## src/hw/rtl/btlpm_pkg.sv

```systemverilog
// Shared types and constants for the binary trie longest prefix match block.
// Used by the controller, the datapath and the top level; depends on nothing.
`default_nettype none

package btlpm_pkg;

  localparam int ADDR_W      = 32;
  localparam int PLEN_W      = 6;
  localparam int RID_W       = 16;
  localparam int IN_TDATA_W  = 56;
  localparam int OUT_TDATA_W = 24;

  localparam logic ACT_INSERT = 1'b0;
  localparam logic ACT_LOOKUP = 1'b1;

  localparam logic STAT_DONE = 1'b0;
  localparam logic STAT_FULL = 1'b1;

  typedef struct packed {
    logic load;
    logic step;
    logic out_load;
  } cmd_t;

  typedef struct packed {
    logic finish;
  } stat_t;

endpackage

`default_nettype wire

```

## src/hw/rtl/btlpm_ctrl.sv

```systemverilog
// Controller of the trie block: accepts input beats, sequences the walk, owns m_tvalid.
// Drives btlpm_datapath through cmd_t and reads stat_t; depends on btlpm_pkg.
`default_nettype none

module btlpm_ctrl (
  input  wire               clk,
  input  wire               rst,
  input  wire               s_tvalid,
  output logic              s_tready,
  output logic              m_tvalid,
  input  wire               m_tready,
  input  btlpm_pkg::stat_t  stat,
  output btlpm_pkg::cmd_t   cmd
);
  import btlpm_pkg::*;

  typedef enum logic {
    ST_IDLE,
    ST_WALK
  } state_t;

  state_t state;
  logic   out_free;

  assign out_free     = !m_tvalid || m_tready;
  assign s_tready     = (state == ST_IDLE);
  assign cmd.load     = (state == ST_IDLE) && s_tvalid;
  assign cmd.step     = (state == ST_WALK) && (!stat.finish || out_free);
  assign cmd.out_load = (state == ST_WALK) && stat.finish && out_free;

  always_ff @(posedge clk) begin
    if (rst) begin
      state    <= ST_IDLE;
      m_tvalid <= 1'b0;
    end else begin
      unique case (state)
        ST_IDLE: begin
          if (s_tvalid) begin
            state <= ST_WALK;
          end
        end
        ST_WALK: begin
          if (cmd.out_load) begin
            state <= ST_IDLE;
          end
        end
        default: begin
          state <= ST_IDLE;
        end
      endcase
      if (cmd.out_load) begin
        m_tvalid <= 1'b1;
      end else if (m_tready) begin
        m_tvalid <= 1'b0;
      end
    end
  end

endmodule

`default_nettype wire

```

## config.mk

```make
export PLATFORM = sky130hd
export DESIGN_NAME = btlpm_ctrl
export DESIGN_NICKNAME = d
export VERILOG_FILES = /design/src/hw/rtl/btlpm_pkg.sv /design/src/hw/rtl/btlpm_ctrl.sv
export SDC_FILE = /design/constraint.sdc
export NUM_CORES = 1
export LEC_CHECK = 0
export BUFFER_PORTS_ARGS = -buffer_cell sky130_fd_sc_hd__buf_2
export CORE_AREA = 10 10 47 49
export CTS_BUF_LIST = sky130_fd_sc_hd__clkbuf_4 sky130_fd_sc_hd__clkbuf_8
export CTS_CLUSTER_SIZE = 20
export DETAILED_ROUTE_END_ITERATION = 8
export DIE_AREA = 0 0 57 59
export SYNTH_ARGS = -nofsm -noshare
export SYNTH_HDL_FRONTEND = slang
export SYNTH_SLANG_ARGS = --single-unit
```

## constraint.sdc

```tcl
create_clock -name clk -period 1.1 [get_ports clk]
set_clock_uncertainty 0.2 [all_clocks]
set_input_delay 0.055 -clock clk [delete_from_list [all_inputs] [get_ports clk]]
set_output_delay 0.055 -clock clk [all_outputs]
set_load 0.03 [all_outputs]
```

==> reports/results.tsv, run 1 <==
metric	value	unit
status	finished with violations	
failed_checks	negative hold slack, negative setup slack	
drive_above_1_share	81.5	%
gp_congestion	0.599	
ys_warn_count	0	
start_util	7.41	%
routed_wl	413	um
grt.total_usage	2.89	%
grt_max_degree	6	
startpoint_type	flop	
synth_compound_area_share	18.1	%
dp_cells	38	
clock_path_buffers	2	
crit_chain	and2b_2, a21oi_4, buf_6	
crit_fanout	2	
synth-seq-cells	2	
synth_xor_xnor_area_share	0	%
cts_hold_buf	1	
routed-via-count	137	
root_buffer	clkbuf_4	
antenna_found_initial	0	
final_common_cell	buf_6	
min_period	1.31	ns
overflow	0	
wl_per_cell	9.60	um
fp.dieArea	3360	um2
cts_buffers	3	
synth_largest_area_cell	dfxtp_1	
syn-instance-count	12	
antenna_cells	0	
clk_latency	0.23	ns
final_net_count	33	
max_freq	765	MHz
cts_setup_buffers	0	
synth_top_family_by_area	simple AND/OR/NAND/NOR gates	
synth_mux_area_share	0	%
final_cell_mix	5 x buf_6, 4 x clkbuf_4, 4 x buf_2, 2 x dfxtp_4	
syn-num-nets	17	
grt_pass1_vias	163	
p_leak	0.126	nW
clock_sink_count	2	
path_clk_slew	0.03	ns
arrival	1.05	ns
setup_slack	-0.208	ns
nFillCells	162	
fin_crit_sh	119	%
dieWidth	57	um
hold_viol_final	2	
hold_path_class	input pin to flop	
relSlewSlack	88.4	%
postSynthAreaPerCell	8.65	um2
maxCapViolCount	0	
ir_worst_vdd	0.748	mV
post-route-util	20.0	%
ioPinCount	10	
seq_area_frac_synth	38.6	%
drt_iter0_drc	1	
slowest_stage	dfxtp_4	
dpl.hpwl	338	um
viasPerCell	3.19	
yosys.area_share.simple	39.8	%
synth_cell_types	9	
cts_tree	built	
final_area	280	um2
core	1400	um2
worstSetupPathType	flop to output port	
synth_top_area_share	38.6	%
fp.dieH	59	um
finalMaxSlewViolations	0	
htree_levels	1	
fin_cells	43	
area_growth	170	%
dp_slack	-0.0228	ns
holdWs	-0.100	ns
grt_pass1_wl	690	um
worst_pin_slew	0.174	ns
setup_viol_count_final	3	
end_kind	output port	
rows	14	
drc_errors	0	
netlist_area	104	um2
synthAdderAreaFrac	0	%
worstPathRequired	0.84	ns
antenna_left	0	
crit_path_max_incr_delay	0.33	ns
dr.pass1.iters	2	
io_buffer_count	9	
rsz0062_at_grt	yes	
synthTopCellsByArea	dfxtp_1 39%, nand2b_4 13%, a21oi_1 9.6%, a311oi_1 8.4%, and2b_2 8.4%	
dpl-instance-area	199	um2
power_density	1380	nW/um2
[critical path: cells and delay by family, from the launching register on]
kind / cells / cell delay [ns]
AO/OA/AOI/OAI: 1 / 0.13
buffers and inverters: 1 / 0.14
AND/OR/NAND/NOR: 1 / 0.23
flip-flops: 1 / 0.33
[sequential cells by signal, indices dropped and copies added (netlist names)]
signal    flops
state         1
m_tvalid      1
[path summary, 6_finish.rpt]
path | start | end | slack, ns | cells after the start
setup reg to reg | m_tvalid | state | 0.06 | 3
hold reg to reg | state | state | 0.28 | 1
setup / recovery | m_tvalid | cmd[1] | -0.21 | 3
hold / removal | stat | state | -0.1 | 2
[cell usage after synthesis (all sizes together)]
| cell | number |
|---|---|
| a21oi | 2 |
| nand2b | 1 |
| inv | 1 |
| nor2 | 2 |
| and2b | 2 |
| nand2 | 1 |
| a311oi | 1 |
| dfxtp | 2 |
[per-stage QoR]
stage | power [W] | setup TNS (ns)
floorplan | 0.000131 | -0.00121
global placement | 0.000159 | -0.0149
detailed placement | 0.000160 | -0.0228
CTS | 0.000394 | -0.448
global route | 0.000410 | -0.574
finish | 0.000388 | -0.440
[metal layers]
layer  share of wire, %  wire length, um  global-route usage [%]  up-vias
met5                  0                0                       0        -
met2                 51              210                    4.03        6
met1                 35              143                    1.88       58
met4                1.7                7                    3.02        0
met3                 13               52                    3.43        2
li1                   -                -                       -       71
[timing repair]
item,in CTS,in global routing
endpoints found under the hold margin,2,2
pin swaps,1,1
setup endpoints to repair,5,6
gates resized for setup,10,4
gates cloned,0,0
[where the power goes]
group	total [W]	internal [W]	switching (W)	leakage, nW
sequential	0.0000818	0.0000766	0.00000521	0.0178
combinational	0.0000998	0.0000467	0.0000531	0.0899
clock	0.000206	0.000160	0.0000466	0.0184
total	0.000388	0.000283	0.000105	0.126
[cell type report]
cell class                 instances  area (um2)  share of cell area [%]
sequential                         2        47.5                    17.0
clock buffer                       4        30.0                    10.7
inverter                           1        3.75                    1.34
multi-input combinational          9        85.1                    30.4
tap                               16        20.0                    7.14
timing repair buffer              11        93.8                    33.5
[cells by family after synthesis]
family / Yosys count
simple gates: 6
compound gates: 3
flops: 2
buf+inv: 1
Note: power is estimated with default switching activity, not from simulation.
==> run 2: changes to the inputs <==
Clock period 1.1 ns to 1.7 ns, I/O delays scaled along.
==> reports/results.tsv, run 2 (same netlist as run 1, synthesis figures left out) <==
metric	value	unit	change
worstSetupPathType	input pin to flop		
path_clk_slew	0.03	ns	about the same
routed_wl	467	um	+13%
crit_fanout	2		unchanged
wl_met1	149	um	+4.2%
p_int	0.000151	W	-47%
final_common_cell	buf_2		
status	completed		
clock_sink_count	2		unchanged
setup_tns	0	ns	+0.440 ns
antenna_left	0		unchanged
viasPerCell	3.31		+3.9%
critPathBufInv	3		+2
start_util	7.41	%	unchanged
gp_congestion	0.530		-12%
dieWidth	57	um	unchanged
fp.dieH	59	um	unchanged
end_kind	flop		
io_buffer_count	9		unchanged
antenna_cells	0		unchanged
overflow	0		unchanged
worstPathRequired	1.66	ns	+0.82 ns
min_period	1.59	ns	
finalMaxSlewViolations	0		unchanged
relSlewSlack	86.4	%	-2.0 points
wl_per_cell	10.4	um	+8.0%
r2r_slack	0.27	ns	+0.21 ns
fin_crit_sh	93.6	%	
hold_path_class	flop to flop		
ir_worst_vdd	0.342	mV	-54%
crit_chain	dlygate4sd3_1, buf_2, nand2b_4, a21oi_1, dlygate4sd3_1		
power_density	868	nW/um2	-37%
cp_common_cell	dlygate4sd3_1		
root_buffer	clkbuf_4		
htree_levels	1		unchanged
startpoint_type	input pin		
grt_max_degree	6		unchanged
slowest_stage	dlygate4sd3_1		
drc_errors	0		unchanged
p_leak	0.124	nW	-1.8%
drive_above_1_share	48.3	%	-33 points
crit_path_max_incr_delay	0.55	ns	+0.22 ns
worst_pin_slew	0.203	ns	+0.0285 ns
max_freq	628	MHz	
p_sw	0.0000590	W	-44%
rows	14		unchanged
fp.dieArea	3360	um2	unchanged
pwr-share-clk	50.0	%	-3.2 points
cts_tree	built		
clock_path_buffers	2		unchanged
setup_slack	0.109	ns	+0.316 ns
dr.pass1.iters	1		-1
top_layer_used	met4		
clk_latency	0.22	ns	about the same
maxCapViolCount	0		unchanged
sw_frac_of_total	28.1	%	+1.1 points
met2_length	279	um	+33%
hold_viol_final	0		-2
critPathTopFamily	buffers and inverters		
p_comb_share	24.3	%	-1.4 points
grt.total_usage	2.97	%	+0.087 points
dr_wl_met3	31	um	-40%
setup_viol_count_final	0		-3
dpl-instance-area	169	um2	-15%
ioPinCount	10		unchanged
nFillCells	167		+3.1%
holdWs	0.324	ns	+0.424 ns
antenna_found_initial	0		unchanged
cts_buffers	3		unchanged
arrival	1.55	ns	+0.50 ns
rsz0062_at_grt	no		
top_regs	m_tvalid x1, state x1		
grt_pass1_wl	703	um	+1.9%
p_seq_share	25.7	%	+4.6 points
dp_slack	0.545	ns	+0.568 ns
grt_pass1_vias	166		+1.8%
final_net_count	36		+9.1%
core	1400	um2	unchanged
routed-via-count	149		+8.8%
final_cell_mix	9 x buf_2, 5 x dlygate4sd3_1, 3 x clkbuf_4		
area_growth	133	%	
final_area	241	um2	-14%
drt_iter0_drc	0		-1
-- run 2: path summary, 6_finish.rpt --
path,to,from,cells after the start
worst max-delay path,m_tvalid,m_tready,5
worst min-delay path,state,m_tvalid,2
worst max register to register,m_tvalid,state,3
worst min register to register,state,m_tvalid,2
-- run 2: layout make-up --
| type | instances | area, um2 | share of cell area [%] |
|---|---|---|---|
| repair buffers | 14 | 95.1 | 39.4 |
| well taps | 16 | 20.0 | 8.29 |
| inverters | 1 | 3.75 | 1.55 |
| multi-input cells | 9 | 60.1 | 24.9 |
| flip-flops and latches | 2 | 40.0 | 16.6 |
| clock buffers | 3 | 22.5 | 9.33 |
-- run 2: worst min-delay path, cell delays in order, from the launching register on --
cell and delay (ns):
dfxtp_1 0.32, nand2b_4 0.07, a311oi_1 0.08
-- run 2: layer usage --
layer  vias up  GRT usage [%]
met5         -              0
met4         0           4.03
met3         2           1.50
met2         6           5.12
met1        66           2.00
li1         75              -
-- run 2: per-stage QoR --
step                      std cells  utilization, %  total power [W]
after floorplan                  12               -        0.0000810
after global placement           37            12.1        0.0000966
after detailed placement         37            12.1        0.0000967
after CTS                        44            16.5         0.000216
after global routing             45            17.2         0.000223
final                            45            17.2         0.000210
-- run 2: what timing repair did --
item,CTS,global route
hold endpoints to repair,2,1
buffers inserted,0,0
resized for setup,0,0
endpoints found under the setup margin,0,1
hold buffers,4,2
-- run 2: power by group through the flow --
stage               clock network [W]  logic [W]  registers [W]
floorplan                           0  0.0000247      0.0000563
global placement                    0  0.0000421      0.0000545
detailed placement                  0  0.0000423      0.0000544
CTS                          0.000112  0.0000500      0.0000538
global route                 0.000114  0.0000549      0.0000544
finish                       0.000105  0.0000508      0.0000539
